## config.mk

```make
export PLATFORM = sky130hd
export DESIGN_NAME = gf_syndrome_calculator_top
export DESIGN_NICKNAME = d
export VERILOG_FILES = /design/src/hdl/gsc_pkg.sv /design/src/hdl/gsc_front.sv /design/src/hdl/gsc_back.sv /design/src/hdl/gf_syndrome_calculator_top.sv
export SDC_FILE = /design/constraint.sdc
export NUM_CORES = 2
export LEC_CHECK = 0
export ABC_AREA = 1
export BUFFER_PORTS_ARGS = -buffer_cell sky130_fd_sc_hd__buf_4
export CAP_MARGIN = 20
export CELL_PAD_IN_SITES_DETAIL_PLACEMENT = 1
export CELL_PAD_IN_SITES_GLOBAL_PLACEMENT = 2
export CORE_ASPECT_RATIO = 1.1
export CORE_MARGIN = 2
export CORE_UTILIZATION = 41
export CTS_CLUSTER_SIZE = 30
export DETAILED_ROUTE_END_ITERATION = 7
export PLACE_DENSITY_LB_ADDON = 0.05
export RECOVER_POWER = 25
export SYNTH_ARGS = -nofsm -noshare
export SYNTH_HDL_FRONTEND = slang
export SYNTH_SLANG_ARGS = --single-unit
```

## constraint.sdc

```tcl
create_clock -name clk -period 12.5 [get_ports clk]
set_clock_uncertainty 0.1 [all_clocks]
set_input_delay 2.5 -clock clk [delete_from_list [all_inputs] [get_ports clk]]
set_output_delay 2.5 -clock clk [all_outputs]
set_load 0.05 [all_outputs]
```

## src/hdl/gsc_pkg.sv

```systemverilog
package gsc_pkg;

  // field and syndrome geometry
  localparam int unsigned SYM_BITS = 8;
  localparam int unsigned NUM_SYN  = 16;
  localparam int unsigned IDX_W    = $clog2(NUM_SYN);
  localparam int unsigned CNT_W    = 5;

  // snapshot queue between accumulators and drain
  localparam int unsigned QDEPTH  = 2;
  localparam int unsigned QPTR_W  = $clog2(QDEPTH);
  localparam int unsigned QCNT_W  = $clog2(QDEPTH + 1);

  // configuration port
  localparam int unsigned CFG_IDX_W  = 1;
  localparam int unsigned CFG_DATA_W = 8;

  typedef enum logic [CFG_IDX_W-1:0] {
    CFG_FIELD_POLY = 1'b0,
    CFG_SYN_COUNT  = 1'b1
  } cfg_reg_t;

  typedef logic [SYM_BITS-1:0]       sym_t;
  typedef sym_t [NUM_SYN-1:0]        syn_vec_t;

  // one finished codeword: syndromes plus index of the final one to emit
  typedef struct packed {
    syn_vec_t         syn;
    logic [IDX_W-1:0] last_idx;
  } snap_t;

  // multiply by x, reduced by x^SYM_BITS + poly
  function automatic sym_t times_x(sym_t v, sym_t poly);
    sym_t r;
    r = {v[SYM_BITS-2:0], 1'b0};
    if (v[SYM_BITS-1]) r = r ^ poly;
    return r;
  endfunction

  // shift-and-add field multiply, MSB of b first
  function automatic sym_t field_mul(sym_t a, sym_t b, sym_t poly);
    sym_t r;
    r = '0;
    for (int k = SYM_BITS - 1; k >= 0; k--) begin
      r = times_x(r, poly);
      if (b[k]) r = r ^ a;
    end
    return r;
  endfunction

  // x^k: plain shift below the field width, then at most a few reductions
  function automatic sym_t alpha_step(sym_t poly, int unsigned k);
    sym_t v;
    if (k < SYM_BITS) v = sym_t'(1) << k;
    else v = poly;
    for (int j = 0; j < int'(NUM_SYN) - int'(SYM_BITS); j++) begin
      if (k >= SYM_BITS + 1 + j) v = times_x(v, poly);
    end
    return v;
  endfunction

endpackage

```

## src/hdl/gsc_front.sv

```systemverilog
module gsc_front (
  input  logic                        clk,
  input  logic                        rst_n,
  input  logic                        take,
  input  gsc_pkg::sym_t               symbol,
  input  logic                        last,
  input  gsc_pkg::sym_t               field_poly,
  input  logic [gsc_pkg::CNT_W-1:0]   syn_count,
  output logic                        snap_push,
  output gsc_pkg::snap_t              snap
);

  gsc_pkg::syn_vec_t acc_r, acc_nxt;
  gsc_pkg::syn_vec_t pow_r, pow_nxt;
  gsc_pkg::syn_vec_t acc_upd;
  gsc_pkg::syn_vec_t pow_upd;

  // one lane per syndrome: accumulate symbol * power, advance power
  for (genvar i = 0; i < gsc_pkg::NUM_SYN; i++) begin : g_lane
    gsc_pkg::sym_t step;

    assign step       = gsc_pkg::alpha_step(field_poly, i + 1);
    assign acc_upd[i] = acc_r[i] ^ gsc_pkg::field_mul(symbol, pow_r[i], field_poly);
    assign pow_upd[i] = gsc_pkg::field_mul(pow_r[i], step, field_poly);
  end

  // lane state: update on every request, restart after the codeword end
  always_comb begin
    acc_nxt = acc_r;
    pow_nxt = pow_r;
    if (take) begin
      if (last) begin
        acc_nxt = '0;
        for (int i = 0; i < gsc_pkg::NUM_SYN; i++) pow_nxt[i] = gsc_pkg::sym_t'(1);
      end else begin
        acc_nxt = acc_upd;
        pow_nxt = pow_upd;
      end
    end
  end

  always_ff @(posedge clk) begin
    if (!rst_n) begin
      acc_r <= '0;
      for (int i = 0; i < gsc_pkg::NUM_SYN; i++) pow_r[i] <= gsc_pkg::sym_t'(1);
    end else begin
      acc_r <= acc_nxt;
      pow_r <= pow_nxt;
    end
  end

  // codeword end: hand the finished syndromes to the back end
  always_comb begin
    snap_push = take & last;
    snap.syn  = acc_upd;
    if (syn_count == '0) begin
      snap.last_idx = '0;
    end else if (syn_count >= gsc_pkg::CNT_W'(gsc_pkg::NUM_SYN)) begin
      snap.last_idx = gsc_pkg::IDX_W'(gsc_pkg::NUM_SYN - 1);
    end else begin
      snap.last_idx = gsc_pkg::IDX_W'(syn_count - 1'b1);
    end
  end

endmodule

```

## src/hdl/gsc_back.sv

```systemverilog
module gsc_back (
  input  logic                        clk,
  input  logic                        rst_n,
  input  logic                        snap_push,
  input  gsc_pkg::snap_t              snap,
  output logic                        full,
  output logic                        empty,
  input  logic                        pop,
  output logic [gsc_pkg::IDX_W-1:0]   syn_index,
  output gsc_pkg::sym_t               syn_value,
  output logic                        syn_last
);

  gsc_pkg::snap_t                q_r [gsc_pkg::QDEPTH];
  logic [gsc_pkg::QPTR_W-1:0]    wr_ptr_r, wr_ptr_nxt;
  logic [gsc_pkg::QPTR_W-1:0]    rd_ptr_r, rd_ptr_nxt;
  logic [gsc_pkg::QCNT_W-1:0]    cnt_r, cnt_nxt;
  logic [gsc_pkg::IDX_W-1:0]     idx_r, idx_nxt;
  gsc_pkg::snap_t                head;
  logic                          take_out;
  logic                          retire;

  assign full     = (cnt_r == gsc_pkg::QCNT_W'(gsc_pkg::QDEPTH));
  assign empty    = (cnt_r == '0);
  assign head     = q_r[rd_ptr_r];
  assign take_out = pop & ~empty;
  assign retire   = take_out & (idx_r == head.last_idx);

  // result ports come straight from the head snapshot
  assign syn_index = idx_r;
  assign syn_value = head.syn[idx_r];
  assign syn_last  = (idx_r == head.last_idx);

  // pointer, count and drain index
  always_comb begin
    wr_ptr_nxt = wr_ptr_r;
    rd_ptr_nxt = rd_ptr_r;
    cnt_nxt    = cnt_r;
    idx_nxt    = idx_r;
    if (snap_push) wr_ptr_nxt = wr_ptr_r + 1'b1;
    if (take_out) begin
      if (retire) begin
        rd_ptr_nxt = rd_ptr_r + 1'b1;
        idx_nxt    = '0;
      end else begin
        idx_nxt = idx_r + 1'b1;
      end
    end
    if (snap_push && !retire) cnt_nxt = cnt_r + 1'b1;
    else if (!snap_push && retire) cnt_nxt = cnt_r - 1'b1;
  end

  always_ff @(posedge clk) begin
    if (!rst_n) begin
      wr_ptr_r <= '0;
      rd_ptr_r <= '0;
      cnt_r    <= '0;
      idx_r    <= '0;
    end else begin
      wr_ptr_r <= wr_ptr_nxt;
      rd_ptr_r <= rd_ptr_nxt;
      cnt_r    <= cnt_nxt;
      idx_r    <= idx_nxt;
    end
  end

  // snapshot storage, no reset needed
  always_ff @(posedge clk) begin
    if (snap_push) q_r[wr_ptr_r] <= snap;
  end

endmodule

```

## src/hdl/gf_syndrome_calculator_top.sv

```systemverilog
// Channel  | Direction | Handshake           | Payload
// in_      | request   | in_push / in_full   | in_symbol[7:0], in_last
// out_     | result    | out_pop / out_empty | out_syndrome_index[3:0],
//          |           |                     | out_syndrome_value[7:0], out_last_out
// cfg_     | write     | cfg_valid/cfg_ready | cfg_index[0], cfg_data[7:0]
//
// One symbol per clock while in_full is low: all 16 syndrome lanes update in the cycle of acceptance.
// A codeword end pushes its syndromes into a two-entry snapshot queue; the back
// end drains one syndrome per clock on pop, so output length per codeword is
// the configured count, a count of zero giving one and large counts giving 16.
// in_full rises only while both snapshot slots wait.
// Synchronous active-low reset; no clearing pass. cfg_ready is always high.
module gf_syndrome_calculator_top (
  input  logic                            clk,
  input  logic                            rst_n,
  input  logic                            in_push,
  output logic                            in_full,
  input  logic [gsc_pkg::SYM_BITS-1:0]    in_symbol,
  input  logic                            in_last,
  output logic                            out_empty,
  input  logic                            out_pop,
  output logic [gsc_pkg::IDX_W-1:0]       out_syndrome_index,
  output logic [gsc_pkg::SYM_BITS-1:0]    out_syndrome_value,
  output logic                            out_last_out,
  input  logic                            cfg_valid,
  output logic                            cfg_ready,
  input  logic [gsc_pkg::CFG_IDX_W-1:0]   cfg_index,
  input  logic [gsc_pkg::CFG_DATA_W-1:0]  cfg_data
);

  gsc_pkg::sym_t               field_poly_r;
  logic [gsc_pkg::CNT_W-1:0]   syn_count_r;
  logic                        take;
  logic                        snap_push;
  gsc_pkg::snap_t              snap;

  // configuration registers
  assign cfg_ready = 1'b1;

  always_ff @(posedge clk) begin
    if (!rst_n) begin
      field_poly_r <= gsc_pkg::sym_t'(29);
      syn_count_r  <= gsc_pkg::CNT_W'(16);
    end else if (cfg_valid && cfg_ready) begin
      unique case (gsc_pkg::cfg_reg_t'(cfg_index))
        gsc_pkg::CFG_FIELD_POLY: field_poly_r <= cfg_data[gsc_pkg::SYM_BITS-1:0];
        gsc_pkg::CFG_SYN_COUNT:  syn_count_r  <= cfg_data[gsc_pkg::CNT_W-1:0];
        default: ;
      endcase
    end
  end

  assign take = in_push & ~in_full;

  gsc_front u_front (
    .clk        (clk),
    .rst_n      (rst_n),
    .take       (take),
    .symbol     (in_symbol),
    .last       (in_last),
    .field_poly (field_poly_r),
    .syn_count  (syn_count_r),
    .snap_push  (snap_push),
    .snap       (snap)
  );

  gsc_back u_back (
    .clk       (clk),
    .rst_n     (rst_n),
    .snap_push (snap_push),
    .snap      (snap),
    .full      (in_full),
    .empty     (out_empty),
    .pop       (out_pop),
    .syn_index (out_syndrome_index),
    .syn_value (out_syndrome_value),
    .syn_last  (out_last_out)
  );

endmodule
```

==> metrics.txt <==
Pleak=24.12 nW; initial core utilization=0.4130; Slew Limit Fails=332; worst vdd rail ir drop=0.3152 mV; clk_lat worst skew=0.70 ns; Clock Power Share=0.097; critical path peak fanout=56; initial antenna violation count=8; HPWL Detailed=178700 um; most common cell after layout, fill and taps aside=nand2_1; drt pass-1 iters=5; Multi-input gate area=45290 um^2; first-pass GRT wire length=398400 um; synthesized area per cell=6.682 um^2; I/O Buffers=37; yosys warns=0; fraction of layout cells with a size suffix above 1=0.06176; critical path arrival=10.49 ns; Period minus WS final=10.41 ns; Layout area overhead=6.332%; overall power=0.02239 W; DRC=0; Fin Hold WS=0.3814 ns; Max Cap Violations=8; Relative slew margins=-1.562; H-tree depth=3; post_cts resized=0; Mapped Cells=9384; Cell Rows=150; WP data required=12.58 ns; cts hold-fix bufs=0; Clock Pin Slew Worst Setup and Hold Paths=0.06 ns; RSZ-0062 raised after global routing=false; synth unique cells=55; Chip Width=376.9 um; setup TNS=0 ns; CTS max path bufs=3; # IOs=39; setup bufs post-CTS=0; chip height=414.2 um; Die Area=156100 um^2; worst hold path type=flop to flop; Core Box Area=151800 um^2; failing checks=capacitance limit, slew limit; Net Sw Power=0.01212 W; vias in the first global route=60600; most frequent cells in the layout=nand2_1, xor2_1, nor2_1; Startpoint Class=input port; Hold Violations, Final=0; via count=60860; First DRT Iteration DRCs=4439; combinational power share=0.742; wire per inst=24.24 um; final wirelength=268100 um; crit end category=flop; Final period util=0.8325; worst setup path class=input port to flop; filler instances=19620; Sw Share=0.5412; Routed Antenna Nets=0; setup violators final=0; CTS Buf Count=70; total grt overflow=0; sequential share of the synthesized area=0.2152; GP Congestion=0.8593; syn nets=9411; PD cells=335.8 nW/um^2; CTS tree=done; largest net degree at the start of global routing=108; Total GRT Usage=0.3344; NumNets Final=9054; Reg area=13530 um^2; post-DR vias/cell=5.502; number of clock sinks=542; fmax=96.10 MHz; P_int=0.01027 W; Seq pwr share=0.162; CTS root buf=clkbuf_16; worst-margin pin slew=3.843 ns; outcome=finished, violations left; synthesized area=62700 um^2; synthesized flop and latch total=542
## metal layers
layer | GRT usage | share of wire | vias up | wire, um
met2 | 0.5542 | 0.46 | 1549 | 123800
li1 | - | - | 28390 | -
met4 | 0.08393 | 0.025 | 8 | 6626
met5 | 0 | 0.00016 | - | 42
met1 | 0.4595 | 0.46 | 30600 | 123000
met3 | 0.03811 | 0.054 | 305 | 14590
## synthesized netlist by cell type, drive strengths merged
| master | n | area share |
|---|---|---|
| nor3 | 10 | 0.00080 |
| ha | 4 | 0.00080 |
| a22oi | 1 | 0.00012 |
| conb | 1 | 0.000060 |
| or2 | 32 | 0.0032 |
| or3 | 6 | 0.00060 |
| buf | 185 | 0.014 |
| clkbuf | 432 | 0.026 |
| clkinv | 14 | 0.00084 |
| nand2 | 2987 | 0.19 |
| inv | 372 | 0.022 |
| o21ai | 324 | 0.026 |
| a31oi | 10 | 0.0010 |
| xor2 | 1620 | 0.23 |
| a21boi | 8 | 0.00096 |
| nand4 | 21 | 0.0021 |
| nor2 | 1026 | 0.062 |
| nand3 | 384 | 0.034 |
| dfxtp | 278 | 0.089 |
| o22ai | 26 | 0.0026 |
| xnor3 | 1 | 0.00036 |
| o211ai | 15 | 0.0018 |
| o221ai | 53 | 0.0074 |
| a21oi | 281 | 0.023 |
| o31ai | 1 | 0.00012 |
| a32oi | 7 | 0.00098 |
| nand2b | 1 | 0.00010 |
| a21o | 14 | 0.0017 |
| nand3b | 78 | 0.0095 |
| o21bai | 52 | 0.0062 |
| edfxtp | 264 | 0.13 |
| o311ai | 5 | 0.00070 |
| xnor2 | 870 | 0.12 |
| o21a | 1 | 0.00012 |
## power groups by stage
| stage | Combinational, W | Clock (W) | Sequential, W |
|---|---|---|---|
| after floorplan | 0.0127 | 0 | 0.00328 |
| after global placement | 0.0160 | 0 | 0.00361 |
| after detailed placement | 0.0165 | 0 | 0.00363 |
| after CTS | 0.0165 | 0.00220 | 0.00359 |
| after global routing | 0.0182 | 0.00226 | 0.00365 |
| final | 0.0166 | 0.00216 | 0.00362 |
## final timing paths
| kind | startpoint | end | cells after the start | slack [ns] |
|---|---|---|---|---|
| setup / recovery | in_push | u_back.q_r[0][49] | 8 | 2.09 |
| hold reg to reg | u_front.acc_r[70] | u_front.acc_r[70] | 2 | 0.38 |
| setup reg to reg | u_back.cnt_r[0] | u_back.q_r[0][49] | 7 | 3.55 |
| hold / removal | u_front.acc_r[70] | u_front.acc_r[70] | 2 | 0.38 |
## registers in the layout, summed over array words and instances (netlist names), named ones only
register	count
field_poly_r	8
syn_count_r	5
u_front.pow_r	128
u_back.syn_index	4
u_back.rd_ptr_r	1
u_back.q_r	264
u_front.acc_r	128
u_back.cnt_r	2
u_back.wr_ptr_r	1
## metrics by stage
step / setup WS [ns] / utilization / cells / instance area, um^2
6_report: 2.094 / 0.4391 / 11060 / 66670
5_1_grt: 1.972 / 0.4391 / 11060 / 66670
4_1_cts: 4.343 / 0.4395 / 11060 / 66730
3_5_place_dp: 4.009 / 0.4238 / 10930 / 64350
3_3_place_gp: 4.046 / 0.4238 / 10930 / 64350
2_1_floorplan: 3.347 / - / 9384 / 62700
## cells by family after synthesis
kind of cell | after synthesis | synth area share
flip-flops | 542 | 0.2152
other | 1 | 0.00005981
buffers and inverters | 1003 | 0.06302
adder cells (fa/ha/maj) | 4 | 0.0007982
AND/OR/NAND/NOR | 4545 | 0.2988
AO/OA/AOI/OAI | 798 | 0.07240
XOR/XNOR | 2491 | 0.3497
## critical path, stage by stage
cell,delay (ns)
clkbuf_1,0.12
o21ai_4,0.07
clkbuf_1,1.09
inv_1,0.26
clkbuf_1,1.56
nand2_1,0.76
nor2_1,1.24
clkbuf_1,2.77
## final cells by class
type                    instances  share of cell area
flip-flops and latches        542              0.2029
multi-input cells            7839              0.6794
diodes                          1          0.00003753
repair buffers                188             0.02246
clock buffers                  87             0.02858
well taps                    1976             0.03708
clock inverters                42            0.007206
inverters                     386             0.02235
Power figures use the tool's default switching activity.
